==> src/rtl/core/pthe_pkg.sv <==
// ----------------------------------------------------------------------------
// pthe_pkg: shared types and constants of the packet trace header extractor
// Record layout, output word layout, status codes and byte positions.
// ----------------------------------------------------------------------------
`default_nettype none

package pthe_pkg;

  // Stream widths.
  localparam int unsigned IN_W  = 8;
  localparam int unsigned OUT_W = 264;
  localparam int unsigned POS_W = 17;
  localparam int unsigned CAP_W = 16;

  // Record and frame size limits.
  localparam int unsigned HDR_LEN = 12;
  localparam int unsigned ETH_MIN = 14;
  localparam int unsigned IP_MIN  = 34;

  localparam logic [15:0] IPV4_TYPE = 16'h0800;
  localparam logic [3:0]  IHL_MASK  = 4'hF;

  // Byte positions within a record (trace header, then the frame).
  localparam int unsigned POS_SEC_FIRST  = 0;
  localparam int unsigned POS_SEC_LAST   = 3;
  localparam int unsigned POS_USEC_FIRST = 4;
  localparam int unsigned POS_USEC_LAST  = 7;
  localparam int unsigned POS_CAP_FIRST  = 8;
  localparam int unsigned POS_CAP_LAST   = 9;
  localparam int unsigned POS_DMAC_FIRST = 12;
  localparam int unsigned POS_DMAC_LAST  = 17;
  localparam int unsigned POS_SMAC_FIRST = 18;
  localparam int unsigned POS_SMAC_LAST  = 23;
  localparam int unsigned POS_TYPE_FIRST = 24;
  localparam int unsigned POS_TYPE_LAST  = 25;
  localparam int unsigned POS_IHL        = 26;
  localparam int unsigned POS_TTL        = 34;
  localparam int unsigned POS_PROTO      = 35;
  localparam int unsigned POS_SIP_FIRST  = 38;
  localparam int unsigned POS_SIP_LAST   = 41;
  localparam int unsigned POS_DIP_FIRST  = 42;
  localparam int unsigned POS_DIP_LAST   = 45;

  // Record queue sizing.
  localparam int unsigned Q_DEPTH = 2;
  localparam int unsigned Q_PTR_W = 1;
  localparam int unsigned Q_CNT_W = 2;

  typedef enum logic [1:0] {
    ST_OK        = 2'd0,
    ST_ETH_TRUNC = 2'd1,
    ST_IP_TRUNC  = 2'd2,
    ST_NON_IPV4  = 2'd3
  } status_t;

  // Raw fields gathered from one record.
  typedef struct packed {
    logic [31:0]      seconds;
    logic [31:0]      micros;
    logic [47:0]      dest_mac;
    logic [47:0]      source_mac;
    logic [15:0]      ether_type;
    logic [3:0]       ihl;
    logic [7:0]       ttl;
    logic [7:0]       protocol;
    logic [31:0]      source_ip;
    logic [31:0]      dest_ip;
    logic [CAP_W-1:0] cap_len;
  } pthe_rec_t;

  // A record moving between front end, queue and back end.
  typedef struct packed {
    logic      valid;
    pthe_rec_t rec;
  } pthe_xfer_t;

  // Result word; the last member lands in the lowest bits of tdata.
  typedef struct packed {
    status_t     status;
    logic [7:0]  time_to_live;
    logic [7:0]  ip_protocol;
    logic [5:0]  header_bytes;
    logic [31:0] dest_ip;
    logic [31:0] source_ip;
    logic [15:0] ether_type;
    logic [47:0] dest_mac;
    logic [47:0] source_mac;
    logic [31:0] stamp_micros;
    logic [31:0] stamp_seconds;
  } pthe_out_t;

endpackage

`default_nettype wire

==> src/rtl/core/pthe_front.sv <==
// ----------------------------------------------------------------------------
// pthe_front: byte parser
// Tracks the byte position in a record, gathers header fields and pushes the
// finished record into the queue on the record's last byte.
// ----------------------------------------------------------------------------
`default_nettype none

module pthe_front (
  input  wire logic                      clk,
  input  wire logic                      rst_n,
  input  wire logic                      in_tvalid,
  output logic                           in_tready,
  input  wire logic [pthe_pkg::IN_W-1:0] in_tdata,   // [7:0] data_byte
  input  wire logic                      q_full,
  output pthe_pkg::pthe_xfer_t           push
);
  import pthe_pkg::*;

  logic [POS_W-1:0] pos_r;
  logic [POS_W-1:0] pos_nxt;
  pthe_rec_t        rec_r;
  pthe_rec_t        rec_nxt;
  logic             accept;
  logic             last_byte;
  logic [7:0]       b;

  assign in_tready = !q_full;
  assign accept    = in_tvalid && in_tready;
  assign b         = in_tdata;

  // Fold the current byte into the field that its position selects.
  always_comb begin
    rec_nxt = rec_r;
    case (pos_r) inside
      [POS_SEC_FIRST:POS_SEC_LAST]:   rec_nxt.seconds    = {rec_r.seconds[23:0], b};
      [POS_USEC_FIRST:POS_USEC_LAST]: rec_nxt.micros     = {rec_r.micros[23:0], b};
      [POS_CAP_FIRST:POS_CAP_LAST]:   rec_nxt.cap_len    = {rec_r.cap_len[7:0], b};
      [POS_DMAC_FIRST:POS_DMAC_LAST]: rec_nxt.dest_mac   = {rec_r.dest_mac[39:0], b};
      [POS_SMAC_FIRST:POS_SMAC_LAST]: rec_nxt.source_mac = {rec_r.source_mac[39:0], b};
      [POS_TYPE_FIRST:POS_TYPE_LAST]: rec_nxt.ether_type = {rec_r.ether_type[7:0], b};
      POS_IHL:                        rec_nxt.ihl        = b[3:0] & IHL_MASK;
      POS_TTL:                        rec_nxt.ttl        = b;
      POS_PROTO:                      rec_nxt.protocol   = b;
      [POS_SIP_FIRST:POS_SIP_LAST]:   rec_nxt.source_ip  = {rec_r.source_ip[23:0], b};
      [POS_DIP_FIRST:POS_DIP_LAST]:   rec_nxt.dest_ip    = {rec_r.dest_ip[23:0], b};
      default: ;
    endcase
  end

  // The record ends at position capture length plus eleven. Before position
  // ten the capture length is not complete, and no record can end there.
  assign last_byte = (pos_r >= POS_W'(HDR_LEN - 2)) &&
                     (pos_r >= ({1'b0, rec_r.cap_len} + POS_W'(HDR_LEN - 1)));

  assign pos_nxt = pos_r + POS_W'(1);

  // Hand the completed record to the queue.
  assign push.valid = accept && last_byte;
  assign push.rec   = rec_nxt;

  // Position and field registers; everything clears after each record.
  always_ff @(posedge clk) begin
    if (!rst_n) begin
      pos_r <= '0;
      rec_r <= '0;
    end else if (accept) begin
      if (last_byte) begin
        pos_r <= '0;
        rec_r <= '0;
      end else begin
        pos_r <= pos_nxt;
        rec_r <= rec_nxt;
      end
    end
  end

endmodule

`default_nettype wire

==> src/rtl/core/pthe_queue.sv <==
// ----------------------------------------------------------------------------
// pthe_queue: record queue
// Two-entry queue that decouples the byte parser from the result stage.
// ----------------------------------------------------------------------------
`default_nettype none

module pthe_queue (
  input  wire logic                 clk,
  input  wire logic                 rst_n,
  input  wire pthe_pkg::pthe_xfer_t push,
  output logic                      q_full,
  output pthe_pkg::pthe_xfer_t      head,
  input  wire logic                 pop
);
  import pthe_pkg::*;

  pthe_rec_t          mem_r [Q_DEPTH];
  logic [Q_PTR_W-1:0] wr_ptr_r;
  logic [Q_PTR_W-1:0] rd_ptr_r;
  logic [Q_CNT_W-1:0] cnt_r;
  logic [Q_CNT_W-1:0] cnt_nxt;
  logic               do_push;
  logic               do_pop;

  assign q_full     = (cnt_r == Q_CNT_W'(Q_DEPTH));
  assign head.valid = (cnt_r != '0);
  assign head.rec   = mem_r[rd_ptr_r];

  assign do_push = push.valid && !q_full;
  assign do_pop  = pop && head.valid;

  always_comb begin
    cnt_nxt = cnt_r;
    if (do_push && !do_pop) begin
      cnt_nxt = cnt_r + Q_CNT_W'(1);
    end else if (!do_push && do_pop) begin
      cnt_nxt = cnt_r - Q_CNT_W'(1);
    end
  end

  // Pointer and fill count.
  always_ff @(posedge clk) begin
    if (!rst_n) begin
      wr_ptr_r <= '0;
      rd_ptr_r <= '0;
      cnt_r    <= '0;
    end else begin
      cnt_r <= cnt_nxt;
      if (do_push) begin
        wr_ptr_r <= wr_ptr_r + Q_PTR_W'(1);
      end
      if (do_pop) begin
        rd_ptr_r <= rd_ptr_r + Q_PTR_W'(1);
      end
    end
  end

  // Entry storage needs no reset.
  always_ff @(posedge clk) begin
    if (do_push) begin
      mem_r[wr_ptr_r] <= push.rec;
    end
  end

endmodule

`default_nettype wire

==> src/rtl/core/pthe_back.sv <==
// ----------------------------------------------------------------------------
// pthe_back: result stage
// Classifies the queued record, blanks fields without meaning and holds the
// result in the output register until the transfer completes.
// ----------------------------------------------------------------------------
`default_nettype none

module pthe_back (
  input  wire logic                       clk,
  input  wire logic                       rst_n,
  input  wire pthe_pkg::pthe_xfer_t       head,
  output logic                            pop,
  output logic                            out_tvalid,
  input  wire logic                       out_tready,
  output logic [pthe_pkg::OUT_W-1:0]      out_tdata
);
  import pthe_pkg::*;

  status_t   status;
  pthe_out_t res_nxt;
  pthe_out_t res_r;
  logic      out_valid_r;
  logic      eth_ok;
  logic      ip_ok;

  // Status precedence: Ethernet truncation, then IP truncation, then type.
  always_comb begin
    if (head.rec.cap_len < CAP_W'(ETH_MIN)) begin
      status = ST_ETH_TRUNC;
    end else if (head.rec.cap_len < CAP_W'(IP_MIN)) begin
      status = ST_IP_TRUNC;
    end else if (head.rec.ether_type != IPV4_TYPE) begin
      status = ST_NON_IPV4;
    end else begin
      status = ST_OK;
    end
  end

  assign eth_ok = (status != ST_ETH_TRUNC);
  assign ip_ok  = (status == ST_OK);

  // Build the result word with meaningless fields forced to zero.
  always_comb begin
    res_nxt.stamp_seconds = head.rec.seconds;
    res_nxt.stamp_micros  = head.rec.micros;
    res_nxt.source_mac    = eth_ok ? head.rec.source_mac : '0;
    res_nxt.dest_mac      = eth_ok ? head.rec.dest_mac : '0;
    res_nxt.ether_type    = eth_ok ? head.rec.ether_type : '0;
    res_nxt.source_ip     = ip_ok ? head.rec.source_ip : '0;
    res_nxt.dest_ip       = ip_ok ? head.rec.dest_ip : '0;
    res_nxt.header_bytes  = ip_ok ? {head.rec.ihl, 2'b00} : '0;
    res_nxt.ip_protocol   = ip_ok ? head.rec.protocol : '0;
    res_nxt.time_to_live  = ip_ok ? head.rec.ttl : '0;
    res_nxt.status        = status;
  end

  // Load the output register whenever it is empty or being drained.
  assign pop = head.valid && (!out_valid_r || out_tready);

  always_ff @(posedge clk) begin
    if (!rst_n) begin
      out_valid_r <= 1'b0;
    end else if (pop) begin
      out_valid_r <= 1'b1;
    end else if (out_tready) begin
      out_valid_r <= 1'b0;
    end
  end

  always_ff @(posedge clk) begin
    if (pop) begin
      res_r <= res_nxt;
    end
  end

  assign out_tvalid = out_valid_r;
  assign out_tdata  = res_r;

endmodule

`default_nettype wire

==> src/rtl/core/packet_trace_header_extractor_unit.sv <==
// Result path: the record's last byte is stored in the queue and then loaded
// into the output register, which raises out_tvalid, when that register is free.
// Throughput: one byte per cycle; in_tready falls only while the two-entry
// record queue is full, which a stalled result port causes.
// Reset: synchronous, active low; it clears the parser position and fields,
// the queue and the output valid.
// ----------------------------------------------------------------------------
// packet_trace_header_extractor_unit: top level
// Parses a byte stream of trace records and emits one header summary per
// record.
// ----------------------------------------------------------------------------
`default_nettype none

module packet_trace_header_extractor_unit (
  input  wire logic                       clk,
  input  wire logic                       rst_n,
  input  wire logic                       in_tvalid,
  output logic                            in_tready,
  // [7:0] data_byte
  input  wire logic [pthe_pkg::IN_W-1:0]  in_tdata,
  output logic                            out_tvalid,
  input  wire logic                       out_tready,
  // [31:0] stamp_seconds, [63:32] stamp_micros, [111:64] source_mac,
  // [159:112] dest_mac, [175:160] ether_type, [207:176] source_ip,
  // [239:208] dest_ip, [245:240] header_bytes, [253:246] ip_protocol,
  // [261:254] time_to_live, [263:262] status
  output logic [pthe_pkg::OUT_W-1:0]      out_tdata
);
  import pthe_pkg::*;

  pthe_xfer_t push;
  pthe_xfer_t head;
  logic       q_full;
  logic       pop;

  // Front end: byte parser.
  pthe_front u_front (
    .clk       (clk),
    .rst_n     (rst_n),
    .in_tvalid (in_tvalid),
    .in_tready (in_tready),
    .in_tdata  (in_tdata),
    .q_full    (q_full),
    .push      (push)
  );

  // Record queue between the two halves.
  pthe_queue u_queue (
    .clk    (clk),
    .rst_n  (rst_n),
    .push   (push),
    .q_full (q_full),
    .head   (head),
    .pop    (pop)
  );

  // Back end: classification and output register.
  pthe_back u_back (
    .clk        (clk),
    .rst_n      (rst_n),
    .head       (head),
    .pop        (pop),
    .out_tvalid (out_tvalid),
    .out_tready (out_tready),
    .out_tdata  (out_tdata)
  );

endmodule

`default_nettype wire

==> config.mk <==
export PLATFORM = sky130hd
export DESIGN_NAME = packet_trace_header_extractor_unit
export DESIGN_NICKNAME = d
export VERILOG_FILES = /design/src/rtl/core/pthe_pkg.sv /design/src/rtl/core/pthe_front.sv /design/src/rtl/core/pthe_queue.sv /design/src/rtl/core/pthe_back.sv /design/src/rtl/core/packet_trace_header_extractor_unit.sv
export SDC_FILE = /design/constraint.sdc
export NUM_CORES = 1
export LEC_CHECK = 0
export ABC_CLOCK_PERIOD_IN_PS = 44200
export BUFFER_PORTS_ARGS = -buffer_cell sky130_fd_sc_hd__buf_2
export CORE_MARGIN = 2
export CORE_UTILIZATION = 44
export CTS_CLUSTER_DIAMETER = 40
export DETAILED_ROUTE_END_ITERATION = 8
export HOLD_SLACK_MARGIN = 0.08
export PLACE_DENSITY = 0.69
export SETUP_SLACK_MARGIN = 0.2
export SYNTH_ARGS = -nofsm -noshare
export SYNTH_HDL_FRONTEND = slang
export SYNTH_HIERARCHICAL = 1
export SYNTH_SLANG_ARGS = --single-unit
export TNS_END_PERCENT = 1
==> constraint.sdc <==
create_clock -name clk -period 44.2 [get_ports clk]
set_input_delay 8.84 -clock clk [delete_from_list [all_inputs] [get_ports clk]]
set_output_delay 8.84 -clock clk [all_outputs]
set_load 0.1 [all_outputs]
After elaboration in Yosys (flattened, before gate mapping). Memory sizes are Yosys's and may differ from the RTL's. A register that Yosys moved wholly into a read port is not among the register bits. Index checks and enable logic that the tools add are counted.

Register bits: 562. RAM bits: 552. Input bits: 12. Output and inout bits: 266. Word-level logic and storage cells: 165. Memories kept: 1.

Add/sub/neg operators: 6. $lt $le $gt $ge: 20. Equality and inequality tests: 6. Muxes and demuxes: 79. Reduce and logical (&&, ||, !) cells: 25.

Memories: u_queue.mem_r (words 2, width 276, rd ports 1, clocked after Yosys merged registers in 1, wr ports 1, line pthe_queue.sv:17) `pthe_rec_t mem_r [Q_DEPTH];`.

Operator list (number): 2-to-1 mux 32 bit (24); 2-to-1 mux 48 bit (9); 2-to-1 mux 276 bit (1); 2-to-1 mux 16 bit (9); 2-to-1 mux 8 bit (17); greater-or-equal comparator 17 x 4 -> 1 bit, second input constant (3); <= comparator 17 x 5 -> 1 bit, second input constant (3); == test 17 x 6 -> 1 bit, second input constant (2); greater-or-equal comparator 17 x 5 -> 1 bit, second input constant (2); greater-or-equal comparator 17 x 6 -> 1 bit, second input constant (2); <= comparator 17 x 6 -> 1 bit, second input constant (2); 2-to-1 mux 4 bit (7); adder 16 x 4 -> 17 bit, second input constant (1); adder 17 x 1 -> 17 bit, second input constant (1); == test 17 x 5 -> 1 bit, second input constant (1); greater-or-equal comparator 17 x 1 -> 1 bit, second input constant (1); greater-or-equal comparator 17 bit (1); greater-or-equal comparator 17 x 3 -> 1 bit, second input constant (1); <= comparator 17 x 2 -> 1 bit, second input constant (1); <= comparator 17 x 3 -> 1 bit, second input constant (1); <= comparator 17 x 4 -> 1 bit, second input constant (1); 2-to-1 mux 17 bit (1); logical AND 1 bit (16); < comparator 16 x 4 -> 1 bit, second input constant (1); other kinds (13) (28).

Depth between registers and ports, before layout. Gate-level depths: netlist of run 1.

Depth after elaboration: 14. Gate-level depth with buffers: 20. Gate-level depth less buffers: 20.

Hierarchy. The synthesis of run 1 kept the hierarchy.

By module, submodules not included: pthe_queue (times used 1, cells an instance 884, area each 21151.5 µm², seq. area each 16676.0 µm²); pthe_front (times used 1, cells an instance 1226, area each 13554.2 µm², seq. area each 5865.6 µm²); pthe_back (times used 1, cells an instance 511, area each 9897.0 µm², seq. area each 7887.6 µm²).

Worst setup path after synthesis of run 1. No wires, ideal clock.

Path kind: input to register. Start: input port out_tready. End: register u_queue.cnt_r[1]. Library setup time: 0.070 ns. Data arrival time: 23.077 ns. Data required time: 44.130 ns. Setup slack: 21.053 ns. Cell stages on the path: 6. Buffers on the path: 0. Path through: nor2b_1 nor2b_1 o21ai_1 ha_1 or3_1 a21boi_1.

Longest elaborated chain between the ends: 6. Elaborated cells between the ends (all ways): 8. Classes of those cells: 1 x mux; 7 x reduce/logical.

RTL lines: from (decl) (line packet_trace_header_extractor_unit.sv:22) `input wire logic out_tready,`; logical OR 1 bit * (line pthe_back.sv:58) `assign pop = head.valid && (!out_valid_r || out_tready);`; logical AND 1 bit * (line pthe_back.sv:58); named net pop (line packet_trace_header_extractor_unit.sv:34) `logic pop;`; logical AND 1 bit * (line pthe_queue.sv:30) `assign do_pop = pop && head.valid;`; logical NOT 1 bit (line pthe_queue.sv:34) `if (do_push && !do_pop) begin`; logical AND 1 bit (line pthe_queue.sv:34); 2-to-1 mux 2 bit or nonzero test 2 bit (tied branches); to (signal assigned) (line pthe_queue.sv:48) `cnt_r <= cnt_nxt;`; to (decl) (line pthe_queue.sv:20) `logic [Q_CNT_W-1:0] cnt_r;`.

The timed path passes the listed nets; every way through them passes the cells marked *. A chain may end at the register's enable or synchronous reset.

==> summary.txt, run 1 <==
Placement
  – PortBufs: 275
  – Placed cells: 4,057
  – Place WS: 31,020 ps
  – Post-DP HPWL: 55,900 um
  – Routability congestion estimate: 0.818

Clock tree
  – Postcts setup bufs: 0
  – Root buffer cell: clkbuf_16
  – Hold-fix buffers, CTS: 0
  – CTS tree: built
  – TritonCTS Buffers: 135
  – CTS clk-pin slew, worst paths: 60 ps
  – # resized after CTS: 0
  – Worst-Skew Late Latency: 730 ps
  – Total clock sinks: 1,111
  – Max H-tree Level: 4
  – CTS max path bufs: 3

Setup path
  – Arr. time, crit path: 12,710 ps
  – Worst endpoint required time: 44,550 ps
  – Worst R2R Start: u_front/rec_r[0]
  – R2r worst-path depth: 15
  – Worst R2R Setup Slack: 37,120 ps
  – FF-to-FF End: u_queue/mem_r[1][238]
  – Critical path cell sequence: buf_2, nand2b_1, nor3_1, and3_4, buf_4, buf_4
  – Crit. End Element: flip-flop
  – Worst stage delay on the critical path: 1010 ps
  – Critical path's slowest cell: and3_4
  – Critical setup path kind: primary input to flip-flop
  – Crit start category: primary input
  – Worst path most repeated cell: buf_4
  – Critical Path Fanout Max: 75

Route
  – Vias per cell: 5.39
  – WL final: 92,600 um
  – Initial drt markers: 1,816
  – Via count: 23,200
  – Post-DRT Antenna Nets: 0
  – Pre-antenna DRT Iters: 6
  – WL per Instance: 21.5 um
  – DRC viols: 0

Global route
  – First-pass GRT wire length: 141,000 um
  – Global-route usage over all layers: 17.6%
  – Overflow left after global routing: 0
  – Largest net degree at the start of global routing: 178
  – Initial antenna violation count: 6
  – Vias in the first global route: 23,400

Floorplanning
  – Die X: 322 um
  – Starting density of the core: 44.5%
  – Die H: 322 um
  – Area of the die: 104,000 um^2
  – I/O pin cnt: 278
  – Core region area: 100,000 um^2
  – # rows: 116

Hold path
  – Hold wc startpoint: u_front/rec_r[110]
  – Hold path endpoint: u_front/rec_r[110]
  – Hold Path Class: flip-flop to flip-flop
  – Hold path cells: 1

Logic synthesis
  – Ys Warns: 6
  – Synthesized area: 44,500 um^2
  – Mean Syn Cell Area: 17.0 um^2
  – Cells after Synth: 2,618

Power
  – PwrDens: 43.9 nW/um^2
  – Leakage: 18.5 nW
  – VDD IR max: 32.9 uV

Final layout
  – Most common cell after layout, fill and taps aside: edfxtp_1
  – Final cell count without fillers: 4,306
  – Ratio of cells with drive above 1 in the final layout: 38.2%
  – Commonest cells after routing, fill and taps aside: edfxtp_1, dfxtp_1, mux2_2
  – Fillcell total: 8,098
  – Final Net Count: 2,931
  – Area grow syn2layout: 15.4%

Timing
  – Tightest Pin Transition: 1220 ps
  – TNS Setup: 0 ps
  – Relative slew margins: 18.5%
  – Final hold viol count: 0
  – Fin worst setup slack: 31,840 ps
  – Max-slew violation count: 0
  – Final Critical Period: 12,360 ps
  – RSZ-0062 raised after global routing: false
  – Tcrit/Tclk final: 28.0%
  – Clock Skew: 32.0 ps
  – Fmax: 80.9 MHz
  – Setup-failing EPs final: 0

Job
  – Max-cap violations: 0

Status
  – Status: complete, no violations
[cell type report]
cell class	instances	area [um^2]	area share, %
diodes	1	2.50	0.00487
repair buffers	308	1650	3.21
clock inverters	76	833	1.62
multi-input cells	1322	13100	25.5
flip-flops and latches	1111	30400	59.1
inverters	18	67.6	0.131
clock buffers	172	3740	7.28
well taps	1298	1620	3.16
[worst max-delay path, delay by kind of cell]
| kind | cells | cell delay [ps] |
|---|---|---|
| AND/OR/NAND/NOR | 3 | 1720 |
| buffers and inverters | 3 | 2020 |
[sequential cells by signal, summed over array words and instances, names as in the netlist, named ones only]
| signal | count |
|---|---|
| u_back/out_tdata | 262 |
| u_back/out_tvalid | 1 |
| u_front/pos_r | 17 |
| u_front/rec_r | 276 |
| u_queue/cnt_r | 2 |
| u_queue/mem_r | 550 |
| u_queue/rd_ptr_r | 1 |
| u_queue/wr_ptr_r | 1 |
[worst max-delay path by stage]
stage                                  to  depth (start not counted)  slack [ps]        from
CTS                 u_queue/mem_r[1][236]                          6       31820   in_tvalid
global route        u_queue/mem_r[1][238]                          6       31600   in_tvalid
floorplan                u_queue/cnt_r[1]                          6       21050  out_tready
global placement    u_queue/mem_r[1][234]                          6       31120   in_tvalid
finish              u_queue/mem_r[1][238]                          6       31840   in_tvalid
detailed placement  u_queue/mem_r[1][241]                          6       31020   in_tvalid
[where the power goes]
group / internal, W / total [W] / switching, W
Combinational: 0.0000127 / 0.0000400 / 0.0000273
Clock: 0.000667 / 0.00110 / 0.000436
Sequential: 0.00111 / 0.00111 / 0.00000301
[per-layer routing]
layer / up-vias / track usage [%] / wire (um)
li1: 10600 / - / -
met1: 11700 / 23.8 / 40300
met2: 656 / 28.7 / 44800
met3: 155 / 3.33 / 5030
met4: 0 / 6.00 / 2350
met5: - / 0 / 0
[through the flow]
step | hold WS [ps] | power, W | instance area, um^2 | utilization [%]
floorplan | 442 | 0.00116 | 44500 | -
global placement | 447 | 0.00117 | 46800 | 46.7
detailed placement | 453 | 0.00117 | 46800 | 46.7
CTS | 468 | 0.00228 | 51400 | 51.3
global route | 475 | 0.00233 | 51400 | 51.3
finish | 472 | 0.00226 | 51400 | 51.3
Power figures use the tool's default switching activity.
==> run 2, diff against run 1 <==
- ABC_CLOCK_PERIOD_IN_PS: 44200 -> 11500
- clock period: 44.2 -> 11.5 ns (I/O delays scaled with it)
==> run 2 against run 1 <==
The flow now finishes with violations (slew limit). Power increased to 3.9 times the previous value. Flip-flop and latch count stayed put. Non-clock buffer count down 1. Setup slack got worse by 27000 ps. Critical path depth up 10. Utilization up 0.14 points. Clock skew rose by 8.5 ps. Critical path type is now flip-flop to flip-flop. Highest routed layer unchanged.
==> summary.txt, run 2 (synthesis gave the netlist of run 1 again) <==
Setup path
  – Delay-heaviest family, CP: simple AND/OR/NAND/NOR gates (was buffers and inverters)
  – CP Buf/Inv Count: 4 (was 3)
  – Critical path cell sequence: inv_1, ha_1, nor2b_1, o211ai_1, nor2_1, nand4_1, or3_1, ha_1, nand4_1, or4_1, o211a_1, nor3_1, inv_1, nor3_4, buf_4, buf_4 (was buf_2, nand2b_1, nor3_1, and3_4, buf_4, buf_4)
  – Critical setup path kind: flip-flop to flip-flop (was primary input to flip-flop)
  – Critical path's slowest cell: buf_4 (was and3_4)
  – Crit. End Element: flip-flop (unchanged)
  – Critical Path Fanout Max: 82 (was 75)
  – Worst endpoint required time: 11,820 ps (was 44,550 ps)
  – Crit start category: flip-flop (was primary input)
  – Arr. time, crit path: 6620 ps (was 12,710 ps)
  – Worst stage delay on the critical path: 990 ps (was 1010 ps)

Clock tree
  – CTS max path bufs: 3 (unchanged)
  – Postcts setup bufs: 0 (unchanged)
  – TritonCTS Buffers: 141 (was 135)
  – Max H-tree Level: 4 (unchanged)
  – Root buffer cell: clkbuf_16 (unchanged)
  – Worst-Skew Late Latency: 730 ps (about the same)
  – # resized after CTS: 0 (unchanged)
  – CTS clk-pin slew, worst paths: 60 ps (about the same)
  – Hold-fix buffers, CTS: 0 (unchanged)
  – Total clock sinks: 1,111 (unchanged)
  – CTS tree: built (unchanged)

Global route
  – Vias in the first global route: 23,900 (was 23,400)
  – Global-route usage over all layers: 18.1% (was 17.6%)
  – Largest net degree at the start of global routing: 168 (was 178)
  – Overflow left after global routing: 0 (unchanged)
  – First-pass GRT wire length: 145,000 um (was 141,000 um)
  – Initial antenna violation count: 6 (unchanged)

Route
  – Pre-antenna DRT Iters: 8 (was 6)
  – WL per Instance: 21.9 um (was 21.5 um)
  – DRC viols: 0 (unchanged)
  – Vias per cell: 5.42 (was 5.39)
  – Via count: 23,400 (was 23,200)
  – Post-DRT Antenna Nets: 0 (unchanged)
  – WL final: 94,600 um (was 92,600 um)
  – Initial drt markers: 1,898 (was 1,816)

Placement
  – Routability congestion estimate: 0.830 (was 0.818)
  – PortBufs: 275 (unchanged)
  – Placed cell area: 46,800 um^2 (about the same)
  – Post-DP HPWL: 57,400 um (was 55,900 um)
  – Place WS: 5320 ps (was 31,020 ps)

Power
  – Cell Int Power: 0.00695 W (was 0.00179 W)
  – VDD IR max: 104 uV (was 32.9 uV)
  – Comb pwr share: 1.8% (about the same)
  – Switching share of power: 20.7% (about the same)
  – PwrDens: 170 nW/um^2 (was 43.9 nW/um^2)
  – Total chip power: 0.00877 W (was 0.00226 W)
  – Sequential share of power: 48.8% (was 49.3%)
  – Net switching power: 0.00182 W (was 0.000467 W)
  – Leakage: 18.6 nW (was 18.5 nW)
  – Clock share of power: 49.5% (was 48.9%)

Final layout
  – Most common cell after layout, fill and taps aside: edfxtp_1 (unchanged)
  – Ratio of cells with drive above 1 in the final layout: 38.3% (was 38.2%)
  – Area grow syn2layout: 15.7% (was 15.4%)
  – Top reg by flops: u_queue/mem_r (unchanged)
  – Max reg flops: 550 (unchanged)
  – Final Net Count: 2,936 (was 2,931)
  – Ant diodes: 0 (was 1)
  – Final instance area: 51,500 um^2 (was 51,400 um^2)
  – Commonest cells after routing, fill and taps aside: edfxtp_1, dfxtp_1, mux2_2 (unchanged)

Floorplanning
  – Die H: 322 um (unchanged)
  – # rows: 116 (unchanged)
  – Starting density of the core: 44.5% (unchanged)
  – I/O pin cnt: 278 (unchanged)
  – Die X: 322 um (unchanged)
  – Area of the die: 104,000 um^2 (unchanged)
  – Core region area: 100,000 um^2 (unchanged)

Timing
  – Final Critical Period: 6300 ps
  – Fin worst setup slack: 5200 ps (was 31,840 ps)
  – Tightest Pin Transition: 1560 ps (was 1220 ps)
  – Clock Skew: 40.4 ps (was 32.0 ps)
  – TNS Setup: 0 ps (unchanged)
  – RSZ-0062 raised after global routing: false (unchanged)
  – Fmax: 159 MHz
  – Setup-failing EPs final: 0 (unchanged)
  – Max-slew violation count: 49 (was 0)
  – Relative slew margins: -4.23% (was 18.5%)
  – Final hold viol count: 0 (unchanged)
  – Tcrit/Tclk final: 54.7%

Status
  – Failing checks: slew limit
  – Status: finished with violations (was complete, no violations)

Hold path
  – Hold Path Class: flip-flop to flip-flop (unchanged)

Job
  – Max-cap violations: 0 (unchanged)
run 2: worst register-to-register path: stages, from the launching register on:
cell,delay (ps)
dfxtp_1,400
inv_1,90
ha_1,230
nor2b_1,170
o211ai_1,140
nor2_1,210
nand4_1,230
or3_1,420
ha_1,330
nand4_1,150
or4_1,630
o211a_1,340
nor3_1,300
inv_1,150
nor3_4,250
buf_4,730
buf_4,1060
run 2: through the flow:
stage                     utilization (%)  hold slack [ps]  instances
after floorplan                         -              442       2619
after global placement               46.7              448       4056
after detailed placement             46.7              455       4056
after CTS                            51.5              468       4315
after global routing                 51.5              488       4315
final                                51.5              465       4315
run 2: final cells by class:
cell class,count,area (um^2)
multi-input combinational,1322,13100
tap,1298,1620
clock inverter,79,855
timing repair buffer,307,1640
fill,8046,48600
inverter,18,67.6
clock buffer,180,3860
sequential,1111,30400
run 2: path summary, 6_finish.rpt:
kind                       from                     to  slack, ps  depth (start not counted)
max            u_front/rec_r[0]  u_queue/mem_r[0][169]       5200                         16
min          u_front/rec_r[115]     u_front/rec_r[115]        460                          1
max reg2reg    u_front/rec_r[0]  u_queue/mem_r[0][169]       5200                         16
min reg2reg  u_front/rec_r[115]     u_front/rec_r[115]        460                          1
run 2: metal layers:
metal | routed length [um] | global-route usage, % | vias to the layer above
met1 | 41900 | 24.8 | 11800
met2 | 45400 | 29.0 | 719
met3 | 4770 | 3.08 | 170
met4 | 2590 | 6.59 | 0
met5 | 0 | 0 | -
li1 | - | - | 10700
run 2: power groups by stage:
| stage | registers, W | clock network [W] | logic [W] |
|---|---|---|---|
| 2_1_floorplan | 0.00435 | 0 | 0.000111 |
| 3_3_place_gp | 0.00436 | 0 | 0.000148 |
| 3_5_place_dp | 0.00436 | 0 | 0.000153 |
| 4_1_cts | 0.00427 | 0.00442 | 0.000154 |
| 5_1_grt | 0.00427 | 0.00459 | 0.000165 |
| 6_report | 0.00427 | 0.00434 | 0.000155 |
